`src/sabw_pkg.sv`:
```
// shared constants, types and helpers for the scaled alpha blit walker
`default_nettype none
package sabw_pkg;

    localparam int SCREEN_W     = 1280;
    localparam int SCREEN_H     = 720;
    localparam int FIELD_WIDTH  = 1280;
    localparam int FIELD_HEIGHT = 720;

    // register indexes
    localparam logic [2:0] REG_DEST_X   = 3'd0;
    localparam logic [2:0] REG_DEST_Y   = 3'd1;
    localparam logic [2:0] REG_DEST_W   = 3'd2;
    localparam logic [2:0] REG_DEST_H   = 3'd3;
    localparam logic [2:0] REG_SRC_W    = 3'd4;
    localparam logic [2:0] REG_SRC_H    = 3'd5;
    localparam logic [2:0] REG_BLEND    = 3'd6;

    // divider widths: numerator up to 14 x 11 bits, divisor up to 15 bits
    localparam int NUM_W = 26;
    localparam int DEN_W = 15;
    localparam int CNT_W = 5;

    // alpha codes
    localparam logic [7:0] ALPHA_CLEAR  = 8'h00;
    localparam logic [7:0] ALPHA_OPAQUE = 8'hFF;

    // geometry handed from the set-up stage to the walker
    typedef struct packed {
        logic               empty;
        logic signed [13:0] x0;
        logic signed [13:0] y0;
        logic        [11:0] cx0;
        logic        [11:0] cy0;
        logic        [11:0] cx1;
        logic        [11:0] cy1;
        logic        [14:0] dx;
        logic        [14:0] dy;
    } geom_t;

endpackage
`default_nettype wire

```
`src/sabw_geom.sv`:
```
// rectangle set-up: serial scaling of the rectangle edges, clipping and empty test
`default_nettype none
module sabw_geom
    import sabw_pkg::*;
(
    input  wire logic               aclk,
    input  wire logic               aresetn,
    input  wire logic               start,
    input  wire logic signed [11:0] dest_x,
    input  wire logic signed [11:0] dest_y,
    input  wire logic signed [12:0] dest_width,
    input  wire logic signed [12:0] dest_height,
    input  wire logic        [10:0] source_width,
    input  wire logic        [10:0] source_height,
    output logic                    busy,
    output geom_t                   geom
);

    logic signed [13:0] x0_reg, y0_reg, x1_reg, y1_reg;
    logic signed [13:0] cx0, cy0, cx1, cy1;
    logic signed [13:0] edge_val;
    logic signed [13:0] scaled;
    logic        [13:0] mag;
    logic               neg;
    logic               empty;
    logic [NUM_W-1:0]   numer, quot;
    logic [DEN_W-1:0]   denom;
    logic               div_done;
    logic [1:0]         idx_reg;
    logic               busy_reg;
    logic               launch_reg;

    // edge selection, magnitude and scaling for a division truncating toward zero
    always_comb begin
        case (idx_reg)
            2'd0:    edge_val = 14'(dest_x);
            2'd1:    edge_val = 14'(dest_y);
            2'd2:    edge_val = 14'(dest_x) + 14'(dest_width);
            default: edge_val = 14'(dest_y) + 14'(dest_height);
        endcase
        neg = edge_val[13];
        mag = neg ? 14'(-edge_val) : edge_val;
        if (idx_reg[0]) begin
            numer = NUM_W'(mag * SCREEN_H);
            denom = DEN_W'(FIELD_HEIGHT);
        end else begin
            numer = NUM_W'(mag * SCREEN_W);
            denom = DEN_W'(FIELD_WIDTH);
        end
        scaled = 14'(quot);
        if (neg) begin
            scaled = -scaled;
        end
    end

    sabw_div u_div (
        .aclk(aclk), .aresetn(aresetn), .start(launch_reg), .numer(numer),
        .denom(denom), .done(div_done), .quot(quot)
    );

    // edge sequencer, restarted by every configuration write
    always_ff @(posedge aclk) begin
        if (!aresetn) begin
            busy_reg   <= 1'b1;
            launch_reg <= 1'b1;
            idx_reg    <= '0;
        end else begin
            launch_reg <= 1'b0;
            if (start) begin
                busy_reg   <= 1'b1;
                launch_reg <= 1'b1;
                idx_reg    <= '0;
            end else if (busy_reg && !launch_reg && div_done) begin
                unique case (idx_reg)
                    2'd0: x0_reg <= scaled;
                    2'd1: y0_reg <= scaled;
                    2'd2: x1_reg <= scaled;
                    2'd3: y1_reg <= scaled;
                endcase
                if (idx_reg == 2'd3) begin
                    busy_reg <= 1'b0;
                end else begin
                    idx_reg    <= idx_reg + 1'b1;
                    launch_reg <= 1'b1;
                end
            end
        end
    end

    // clipping and empty test on the scaled edges
    always_comb begin
        cx0 = (x0_reg < 0) ? 14'sd0 : x0_reg;
        cy0 = (y0_reg < 0) ? 14'sd0 : y0_reg;
        cx1 = (x1_reg > 14'(SCREEN_W)) ? 14'(SCREEN_W) : x1_reg;
        cy1 = (y1_reg > 14'(SCREEN_H)) ? 14'(SCREEN_H) : y1_reg;
        empty = (source_width == '0) || (source_height == '0) ||
                (dest_width <= 0) || (dest_height <= 0) ||
                (x1_reg <= x0_reg) || (y1_reg <= y0_reg) || (cx0 >= cx1) || (cy0 >= cy1);
        geom.empty = empty;
        geom.x0    = x0_reg;
        geom.y0    = y0_reg;
        geom.cx0   = cx0[11:0];
        geom.cy0   = cy0[11:0];
        geom.cx1   = cx1[11:0];
        geom.cy1   = cy1[11:0];
        geom.dx    = 15'(x1_reg - x0_reg);
        geom.dy    = 15'(y1_reg - y0_reg);
    end

    assign busy = busy_reg;

endmodule
`default_nettype wire

```
`src/sabw_div.sv`:
```
// radix-2 restoring divider, one quotient bit per cycle
`default_nettype none
module sabw_div
    import sabw_pkg::*;
(
    input  wire logic             aclk,
    input  wire logic             aresetn,
    input  wire logic             start,
    input  wire logic [NUM_W-1:0] numer,
    input  wire logic [DEN_W-1:0] denom,
    output logic                  done,
    output logic      [NUM_W-1:0] quot
);

    logic [NUM_W-1:0] q_reg, q_next;
    logic [DEN_W:0]   r_reg, r_next;
    logic [DEN_W-1:0] d_reg, d_next;
    logic [CNT_W-1:0] cnt_reg, cnt_next;
    logic             busy_reg, busy_next;
    logic [DEN_W:0]   trial;

    // shift one numerator bit into the remainder and try a subtract
    always_comb begin
        q_next    = q_reg;
        r_next    = r_reg;
        d_next    = d_reg;
        cnt_next  = cnt_reg;
        busy_next = busy_reg;
        trial     = {r_reg[DEN_W-1:0], q_reg[NUM_W-1]};
        if (start) begin
            q_next    = numer;
            r_next    = '0;
            d_next    = denom;
            cnt_next  = CNT_W'(NUM_W - 1);
            busy_next = 1'b1;
        end else if (busy_reg) begin
            if (trial >= {1'b0, d_reg}) begin
                r_next = trial - {1'b0, d_reg};
                q_next = {q_reg[NUM_W-2:0], 1'b1};
            end else begin
                r_next = trial;
                q_next = {q_reg[NUM_W-2:0], 1'b0};
            end
            if (cnt_reg == '0) begin
                busy_next = 1'b0;
            end
            cnt_next = cnt_reg - 1'b1;
        end
    end

    always_ff @(posedge aclk) begin
        if (!aresetn) begin
            busy_reg <= 1'b0;
            cnt_reg  <= '0;
        end else begin
            busy_reg <= busy_next;
            cnt_reg  <= cnt_next;
        end
        q_reg <= q_next;
        r_reg <= r_next;
        d_reg <= d_next;
    end

    assign done = busy_reg && (cnt_reg == '0);
    assign quot = q_next;

endmodule
`default_nettype wire

```
`src/sabw_blend.sv`:
```
// per-channel blend: product sums computed, then divided by 255 bit-serially
`default_nettype none
module sabw_blend
    import sabw_pkg::*;
(
    input  wire logic        aclk,
    input  wire logic        aresetn,
    input  wire logic        start,
    input  wire logic [31:0] texel,
    input  wire logic [23:0] pixel,
    output logic             done,
    output logic      [23:0] color
);

    logic [2:0][15:0] sum;
    logic [2:0][15:0] n_reg, n_next;
    logic [2:0][8:0]  r_reg, r_next;
    logic [2:0][8:0]  trial;
    logic [7:0]       a;
    logic [3:0]       cnt_reg, cnt_next;
    logic             busy_reg, busy_next;

    assign a = texel[31:24];

    // weighted channel sums of the incoming transaction, red in lane 2
    always_comb begin
        for (int c = 0; c < 3; c++) begin
            sum[c] = 16'(texel[8*c +: 8] * a) + 16'(pixel[8*c +: 8] * (8'd255 - a));
        end
    end

    // sixteen restoring steps, all three channels side by side
    always_comb begin
        n_next    = n_reg;
        r_next    = r_reg;
        cnt_next  = cnt_reg;
        busy_next = busy_reg;
        for (int c = 0; c < 3; c++) begin
            trial[c] = {r_reg[c][7:0], n_reg[c][15]};
        end
        if (start) begin
            n_next    = sum;
            r_next    = '0;
            cnt_next  = '0;
            busy_next = 1'b1;
        end else if (busy_reg) begin
            for (int c = 0; c < 3; c++) begin
                if (trial[c] >= 9'd255) begin
                    r_next[c] = trial[c] - 9'd255;
                    n_next[c] = {n_reg[c][14:0], 1'b1};
                end else begin
                    r_next[c] = trial[c];
                    n_next[c] = {n_reg[c][14:0], 1'b0};
                end
            end
            cnt_next = cnt_reg + 1'b1;
            if (cnt_reg == 4'd15) begin
                busy_next = 1'b0;
            end
        end
    end

    always_ff @(posedge aclk) begin
        if (!aresetn) begin
            busy_reg <= 1'b0;
            cnt_reg  <= '0;
        end else begin
            busy_reg <= busy_next;
            cnt_reg  <= cnt_next;
        end
        n_reg <= n_next;
        r_reg <= r_next;
    end

    assign done  = busy_reg && (cnt_reg == 4'd15);
    assign color = {n_next[2][7:0], n_next[1][7:0], n_next[0][7:0]};

endmodule
`default_nettype wire

```
`src/scaled_alpha_blit_walker.sv`:
```
// top level: configuration registers, walk sequencer and result register
//
// Scaled alpha blit walker. Configuration writes (cfg_we, cfg_addr, cfg_data)
// set the destination rectangle, source size and blend mode; each write
// restarts the walk at the first clipped pixel. After a write the four rectangle
// edges are scaled one after another in a radix-2 divider; the input is held
// off until the walk has restarted.
// The s_ channel carries one transaction per pixel: the source texel at the
// current mapped position and the destination pixel at the current screen
// position. The m_ channel returns one transaction per input: write position,
// write enable and colour, the next fetch positions and a last-pixel flag
// on m_tlast.
// The two texel-coordinate divisions run in parallel in radix-2 dividers
// of 26 steps; a blend divides its three channels by 255 side by side in
// 16 steps.
// The input is taken only when the block is free; a finished result waits
// in the output register while the receiver stalls, and the next item is
// not taken until it leaves.
// Reset clears the registers (empty rectangle) and the handshakes, then the
// geometry is set up as after a write.
`default_nettype none
module scaled_alpha_blit_walker
    import sabw_pkg::*;
(
    input  wire logic        aclk,
    input  wire logic        aresetn,
    input  wire logic        cfg_we,
    input  wire logic [2:0]  cfg_addr,
    input  wire logic [12:0] cfg_data,
    input  wire logic        s_tvalid,
    output logic             s_tready,
    input  wire logic [55:0] s_tdata,   // source_texel, dest_pixel
    output logic             m_tvalid,
    input  wire logic        m_tready,
    output logic [87:0]      m_tdata,   // write_col, write_row, write_enable,
                                        // out_color, fetch_col, fetch_row,
                                        // texel_col, texel_row, zero fill
    output logic             m_tlast    // final_pixel
);

    typedef enum logic [1:0] {ST_IDLE, ST_RUN, ST_OUT} state_t;

    logic signed [11:0] dx_reg, dy_reg;
    logic signed [12:0] dw_reg, dh_reg;
    logic        [10:0] sw_reg, sh_reg;
    logic               be_reg;
    logic               rst_walk_reg;
    logic               geom_busy;
    geom_t              g;
    state_t             state_reg;
    logic        [11:0] col_reg, row_reg, ncol_reg, nrow_reg;
    logic        [11:0] ncol, nrow;
    logic               fin, fin_reg;
    logic        [31:0] tex_reg;
    logic        [23:0] pix_reg;
    logic               write_en, cdone_reg, dvx_ok, dvy_ok, dvx_reg, dvy_reg;
    logic [NUM_W-1:0]   qx, qy;
    logic [9:0]         tc_reg, tr_reg;
    logic               bstart, bdone, dstart;
    logic        [23:0] bcolor, col_out_reg;
    logic               empty_out_reg;
    logic [NUM_W-1:0]   numx, numy;

    // configuration registers
    always_ff @(posedge aclk) begin
        if (!aresetn) begin
            dx_reg <= '0; dy_reg <= '0; dw_reg <= '0; dh_reg <= '0;
            sw_reg <= '0; sh_reg <= '0; be_reg <= 1'b0;
        end else if (cfg_we) begin
            unique case (cfg_addr)
                REG_DEST_X: dx_reg <= cfg_data[11:0];
                REG_DEST_Y: dy_reg <= cfg_data[11:0];
                REG_DEST_W: dw_reg <= cfg_data;
                REG_DEST_H: dh_reg <= cfg_data;
                REG_SRC_W:  sw_reg <= cfg_data[10:0];
                REG_SRC_H:  sh_reg <= cfg_data[10:0];
                REG_BLEND:  be_reg <= cfg_data[0];
                default: ;
            endcase
        end
    end

    sabw_geom u_geom (
        .aclk(aclk), .aresetn(aresetn), .start(cfg_we), .dest_x(dx_reg),
        .dest_y(dy_reg), .dest_width(dw_reg), .dest_height(dh_reg),
        .source_width(sw_reg), .source_height(sh_reg), .busy(geom_busy),
        .geom(g)
    );

    // next walk position and texel-coordinate numerators
    always_comb begin
        ncol = col_reg + 1'b1;
        nrow = row_reg;
        fin  = 1'b0;
        if (ncol >= g.cx1) begin
            ncol = g.cx0;
            nrow = row_reg + 1'b1;
            if (nrow >= g.cy1) begin
                nrow = g.cy0;
                fin  = 1'b1;
            end
        end
        numx = NUM_W'(14'($signed({2'b00, ncol_reg}) - g.x0) * sw_reg);
        numy = NUM_W'(14'($signed({2'b00, nrow_reg}) - g.y0) * sh_reg);
    end

    assign s_tready = (state_reg == ST_IDLE) && !rst_walk_reg && !cfg_we;
    assign bstart   = s_tready && s_tvalid;

    sabw_div u_divx (
        .aclk(aclk), .aresetn(aresetn), .start(dstart), .numer(numx),
        .denom(g.dx), .done(dvx_ok), .quot(qx)
    );
    sabw_div u_divy (
        .aclk(aclk), .aresetn(aresetn), .start(dstart), .numer(numy),
        .denom(g.dy), .done(dvy_ok), .quot(qy)
    );
    sabw_blend u_blend (
        .aclk(aclk), .aresetn(aresetn), .start(bstart), .texel(s_tdata[31:0]),
        .pixel(s_tdata[55:32]), .done(bdone), .color(bcolor)
    );

    logic dstart_reg;
    assign dstart = dstart_reg;

    // sequencer and registered results
    always_ff @(posedge aclk) begin
        if (!aresetn) begin
            state_reg    <= ST_IDLE;
            rst_walk_reg <= 1'b1;
            col_reg      <= '0;
            row_reg      <= '0;
            m_tvalid     <= 1'b0;
            dstart_reg   <= 1'b0;
            dvx_reg      <= 1'b0;
            dvy_reg      <= 1'b0;
            cdone_reg    <= 1'b0;
        end else begin
            dstart_reg <= 1'b0;
            if (cfg_we) begin
                rst_walk_reg <= 1'b1;
            end else if (rst_walk_reg && !geom_busy) begin
                rst_walk_reg <= 1'b0;
                col_reg      <= g.empty ? 12'd0 : g.cx0;
                row_reg      <= g.empty ? 12'd0 : g.cy0;
            end
            unique case (state_reg)
                ST_IDLE: begin
                    if (bstart) begin
                        state_reg  <= ST_RUN;
                        dstart_reg <= 1'b1;
                        dvx_reg    <= 1'b0;
                        dvy_reg    <= 1'b0;
                        cdone_reg  <= 1'b0;
                    end
                end
                ST_RUN: begin
                    if (dvx_ok) dvx_reg <= 1'b1;
                    if (dvy_ok) dvy_reg <= 1'b1;
                    if (bdone) cdone_reg <= 1'b1;
                    if ((dvx_reg || dvx_ok) && (dvy_reg || dvy_ok) &&
                        (cdone_reg || bdone || !(be_reg && tex_reg[31:24] != ALPHA_CLEAR
                         && tex_reg[31:24] != ALPHA_OPAQUE))) begin
                        state_reg <= ST_OUT;
                        m_tvalid  <= 1'b1;
                    end
                end
                ST_OUT: begin
                    if (m_tready) begin
                        m_tvalid  <= 1'b0;
                        state_reg <= ST_IDLE;
                        if (!empty_out_reg) begin
                            col_reg <= ncol_reg;
                            row_reg <= nrow_reg;
                        end
                    end
                end
                default: state_reg <= ST_IDLE;
            endcase
        end
        if (bstart) begin
            tex_reg       <= s_tdata[31:0];
            pix_reg       <= s_tdata[55:32];
            ncol_reg      <= ncol;
            nrow_reg      <= nrow;
            fin_reg       <= fin;
            empty_out_reg <= g.empty;
        end
        if (dvx_ok) tc_reg <= qx[9:0];
        if (dvy_ok) tr_reg <= qy[9:0];
        if (bdone)  col_out_reg <= bcolor;
    end

    // colour and write-enable selection
    logic [23:0] color;
    always_comb begin
        write_en = 1'b1;
        color    = tex_reg[23:0];
        if (be_reg) begin
            if (tex_reg[31:24] == ALPHA_CLEAR) begin
                write_en = 1'b0;
                color    = pix_reg;
            end else if (tex_reg[31:24] != ALPHA_OPAQUE) begin
                color = col_out_reg;
            end
        end
    end

    always_comb begin
        if (empty_out_reg) begin
            m_tdata = '0;
            m_tlast = 1'b1;
        end else begin
            m_tdata = {1'b0, tr_reg, tc_reg, nrow_reg[9:0], ncol_reg[10:0], color,
                       write_en, row_reg[9:0], col_reg[10:0]};
            m_tlast = fin_reg;
        end
    end

endmodule
`default_nettype wire
```
`config.mk`:
```
export PLATFORM = sky130hd
export DESIGN_NAME = scaled_alpha_blit_walker
export DESIGN_NICKNAME = d
export VERILOG_FILES = /design/src/sabw_pkg.sv /design/src/sabw_geom.sv /design/src/sabw_div.sv /design/src/sabw_blend.sv /design/src/scaled_alpha_blit_walker.sv
export SDC_FILE = /design/constraint.sdc
export NUM_CORES = 2
export LEC_CHECK = 0
export BUFFER_PORTS_ARGS = -buffer_cell sky130_fd_sc_hd__buf_2
export CORE_AREA = 2 2 433 435
export CTS_CLUSTER_DIAMETER = 30
export DETAILED_ROUTE_END_ITERATION = 10
export DIE_AREA = 0 0 435 437
export PLACE_DENSITY = 0.49
export SLEW_MARGIN = 15
export SYNTH_ARGS = -nofsm -noshare
export SYNTH_HDL_FRONTEND = slang
export SYNTH_SLANG_ARGS = --single-unit
export TNS_END_PERCENT = 10
```
`constraint.sdc`:
```
create_clock -name aclk -period 13.5 [get_ports aclk]
set_clock_uncertainty 0.1 [all_clocks]
set_input_delay 0.675 -clock aclk [delete_from_list [all_inputs] [get_ports aclk]]
set_output_delay 0.675 -clock aclk [all_outputs]
set_load 0.1 [all_outputs]
```
; ---- Word level (Yosys, flattened, before mapping)
; Cells that the tools add are included.
[op_classes]
bitwise_logic = 3
magnitude_cmp = 18
n_addsub = 25
mux = 87
n_reduce_logical = 69
n_eq_ne = 19
multipliers = 10
[ops]
columns = cell, n
row1 = $mux W12, 15
row2 = $mux W25, 5
row3 = $mux W48, 2
row4 = $mux W87, 1
row5 = $mux W14, 6
row6 = $mux W24, 3
row7 = $mux W26, 2
row8 = $mul A14 B11 Y25, 2
row9 = $add A16 B16 Y16, 3
row10 = $ge A16 B15 Y1, 3
row11 = $mul A8 B16 Y16, 3
row12 = $mul A8 B8 Y16, 3
row13 = $mux W15, 3
row14 = $sub A15 B15 Y15, 3
row15 = $pmux W14 S3, 1
row16 = $mux W1, 31
row17 = $mux W5, 6
row18 = $sub A14 B14 Y15, 2
row19 = $add A12 B13 Y14, 2
row20 = $ge A14 B14 Y1, 2
row21 = $le A14 B14 Y1, 2
row22 = $lt A14 B1 Y1 const B, 2
row23 = $neg A14 Y14, 2
row24 = $sub A13 B14 Y14, 2
row25 = 41 further kinds, 125
[word_totals]
register_bits = 554
wordCells = 297
inputBits = 77

; ---- Longest topological paths before layout
[logic_depth]
depth_word = 14
mapped_depth = 36
ltp_nobuf = 35

; ---- By module
; From an unflattened synthesis, not the netlist that was laid out.
[hier_totals]
cells_unflattened = 6470
hier_area_um2 = 57833.0
[modules_own_cells]
columns = module, cells_per_inst, n_inst, area_each_um2, seq_area_each_um2
row1 = scaled_alpha_blit_walker, 2437, 1, 22041.1, 5885.6
row2 = sabw_blend, 1899, 1, 17031.3, 1781.7
row3 = sabw_geom, 1053, 1, 8737.1, 1761.7
row4 = sabw_div at u_divy ..., 365, 2, 3362.0, 1391.3
row5 = sabw_div at u_divx, 351, 1, 3299.4, 1391.3

; ---- Worst setup path after synthesis
; Ideal clock, no wire load.
[synth_path]
path_type = reg2reg
start = reg nrow_reg[0]
end = reg u_divy.q_reg[24], data pin
path_slack_ns = 5.461
setup_ns = 0.267
stages_incl_launch_ff = 35
arrival_ns = 7.672
path_buffers = 1
path_cell_list = edfxtp_1 inv_1 ha_1 inv_1 fa_1 a21o_1 a21oi_1 o21ai_0 a21oi_1 nand2b_1 a21boi_0 o31a_1 o41ai_1 xnor2_1 clkbuf_1 nand2_1 fa_1 inv_1 fa_1 inv_1 fa_1 fa_1 fa_1 inv_1 ha_1 a21oi_1 nor2b_1 o21ai_0 a211o_1 or4b_2 a311oi_1 o21bai_1 a21oi_1 xnor2_1 o21ai_0
[synth_between]
elab_chain_len = 3
[synth_lines]
columns = item, line_no
row1 = "start, declared", scaled_alpha_blit_walker.sv:51  ; logic [11:0] col_reg, row_reg, ncol_reg, nrow_reg;
row2 = "start signal, assigned", scaled_alpha_blit_walker.sv:185  ; nrow_reg <= nrow;
row3 = $sub A13 B14 Y14, scaled_alpha_blit_walker.sv:104  ; numy = NUM_W'(14'($signed({2'b00, nrow_reg}) - g.y0) * sh_reg);
row4 = $mul A14 B11 Y25, scaled_alpha_blit_walker.sv:104
row5 = $mux W25, sabw_div.sv:30  ; if (start) begin
row6 = via qy[24], scaled_alpha_blit_walker.sv:57  ; logic [NUM_W-1:0] qx, qy;
row7 = "end signal, assigned", sabw_div.sv:59  ; q_reg <= q_next;
row8 = "end, declared", sabw_div.sv:15  ; logic [NUM_W-1:0] q_reg, q_next;
; The timed path passes the listed nets, and every way through them passes these cells.
; A chain may end at the register's enable or synchronous reset.

; ---- Worst setup path in the final report
; Same ends and word-level chain as after synthesis.

==> impl_metrics.ini <==
[outcome]
status = completed

[clock_network]
clockBufferDepth = 3
postCtsSetupBuffers = 0
cts_resized = 0
clk_latency_ns = 0.75
cts_made_buffers = 142
clock-sinks = 541
root_buffer = clkbuf_16
cts_tree = yes
cts_hold_buf = 0
cts_max_level = 4
path_clk_slew_ns = 0.05

[floorplanning]
die_h_um = 437
initial_core_util_pct = 29.0
num_rows = 158
core_mm2 = 0.185
ios = 168
die_area_mm2 = 0.190
fp.dieW_um = 435

[pwr]
p_seq_share_pct = 21.4
powerDensity_mw_per_mm2 = 140
leakagePower_nw = 27.5
peakVddDrop_mv = 0.154
combinationalPowerShare_pct = 37.9
switchingPower_mw = 3.00
p_int_mw = 5.74
clock_power_share_pct = 40.8
swShare_pct = 34.3

[critical_path]
endpoint_kind = flop
r2r-start = nrow_reg[0]
rrSetupSlack_ns = 4.58
crit_fanout = 11
start_kind = flop
crit_top_cell = fa_1
crit_path_top_delay_cell = or4b_2
path_class = reg -> reg
worstPathArrival_ns = 9.23
critical_path.startpoint = nrow_reg[0]
critical_path_depth = 33
r2r_end = u_divy.q_reg[24]
cpPeakStageDelay_ns = 0.63
required_ns = 13.81
timing.critical_path.buf_inv = 5
r2r_cells = 33
cp_top_family = adder cells

[routing]
drt-total-wl_um = 151000
drt_iter0_markers = 2045
avgRoutedWirePerCell_um = 17.6
viasPerCell = 4.74
drc_errors = 0
dr.pass1.iters = 5
via_count = 40700
antenna_left = 0

[final_layout]
nFillCells = 19200
area_growth_pct = 16.5
largest_reg_flops = 48
final_cells = 8591
drive_above_1_share_pct = 8.91
finalNetCount = 7134

[synth]
yosysTopAreaCellShare_pct = 19.7
ys_seq_elements = 541
ys_async_sr_fraction_pct = 0
synthTopCellsByArea = fa_1 20%, edfxtp_1 16%, ha_1 13%
ys.flop_type = edfxtp_1
synth_cells = 5829
synth_area_leader_cell = fa_1
synth_edf_count = 280
syn_area_mm2 = 0.0536
yosysWarnings = 0
seq_area_frac_synth_pct = 25.4
ys_types = 89
synth.avg_cell_area_um2 = 9.19

[grt]
grt_max_degree = 85
grt_pass1_vias = 42400
antenna_found_initial = 7
track_usage_pct = 16.0
grt_overflow_total = 0
grt_pass1_wl_um = 241000

[sta]
holdWs_ns = 0.130
relSlewSlack_pct = 23.5
finalSetupViolCount = 0
slew_viol_final = 0
rsz0062_at_grt = false
worstMarginPinSlew_ns = 1.14
finalSetupTns_ns = 0
clock.fmax_mhz = 112
min_period_ns = 8.92
period_share_pct = 66.1
finalHoldViolCount = 0

[placement]
io_buffers = 166
hpwl_um = 114000
gp_congestion = 0.838
placed_cells = 8321

[hold_path]
min_path_cells = 3
hold_start = cfg_data[12]
min_path_type = in -> reg
holdPathEnd = dh_reg[12]

[job]
cap_violations = 0
## synthesized netlist by cell type (all sizes together) (28+ instances only)
library cell and count:
inv 826, nand2 692, ha 544, fa 528
nor2 315, edfxtp 280, dfxtp 261, o21ai 258
nor2b 242, clkbuf 208, and2 178, xnor2 167
a21oi 157, nand2b 109, a21boi 101, xor2 97
nand3 95, mux2i 94, nor3 70, a21o 60
a211oi 58, a221oi 31, nor4 31, o21a 31
and3 28
## power groups by stage
stage | clock network, mW | logic [mW] | registers (mW)
2_1_floorplan | 0 | 2.64 | 1.87
4_1_cts | 3.63 | 3.38 | 1.87
3_3_place_gp | 0 | 3.32 | 1.89
3_5_place_dp | 0 | 3.34 | 1.90
5_1_grt | 3.72 | 3.84 | 1.88
6_report | 3.56 | 3.31 | 1.87
## layer usage
metal | share of wire (%) | routed length [µm] | track usage, %
met1 | 45 | 67700 | 20.4
met5 | 0 | 0 | 0
met4 | 3.5 | 5250 | 6.06
met3 | 3.2 | 4850 | 1.92
met2 | 48 | 73300 | 27.6
## through the flow
stage / instance area, µm² / total power, mW / setup slack, ns / utilization [%]
floorplan: 53600 / 4.51 / 5.46 / -
global placement: 57200 / 5.21 / 4.75 / 30.9
detailed placement: 57200 / 5.24 / 4.66 / 30.9
CTS: 62400 / 8.88 / 4.60 / 33.7
global route: 62400 / 9.44 / 3.89 / 33.7
finish: 62400 / 8.74 / 4.58 / 33.7
## logic make-up (layout without fill, tap and decap cells)
family | after synthesis | in the layout | share of synthesized area, %
simple gates | 1868 | 1868 | 17.0
mux | 107 | 107 | 2.04
fa+ha+maj | 1074 | 1074 | 32.5
compound gates | 913 | 913 | 11.2
other cells | 1 | 9 | 0.00700
buf+inv | 1061 | 1335 | 7.48
flops | 541 | 541 | 25.4
xor+xnor | 264 | 264 | 4.32
## cell type report
cell class              instances  area, µm²  share of cell area (%)
flip-flops and latches        541      13600                    21.9
clock buffers                 174       3920                    6.28
diodes                          5       12.5                  0.0200
well taps                    2480       3100                    4.97
multi-input cells            4230      36000                    57.7
clock inverters                91       1230                    1.97
repair buffers                242       1400                    2.25
inverters                     828       3110                    4.99
## worst reg2reg max path, delay by kind of cell (launching register included)
kind	cells	cell delay, ns
compound gates	14	2.75
fa+ha+maj	8	3.44
buf+inv	5	0.30
simple gates	4	1.00
flops	1	0.37
xor+xnor	2	0.62
## layout by cell type (no fill, tap or decap), types with 166 or more instances in the layout
master	instances
fa_1	528
edfxtp_1	280
dfxtp_1	259
xnor2_1	166
nor2_1	314
nor2b_1	242
and2_1	178
ha_1	544
nand2_1	691
inv_1	825
o21ai_0	251
## worst max path at each step
stage                  endpoint  slack, ns
3_5_place_dp   u_divy.q_reg[24]       4.66
6_report       u_divy.q_reg[24]       4.58
2_1_floorplan  u_divy.q_reg[24]       5.46
5_1_grt        u_divy.q_reg[24]       3.89
4_1_cts        u_divy.q_reg[24]       4.60
3_3_place_gp   u_divy.q_reg[24]       4.75
Note: power is estimated with default switching activity, not from simulation.
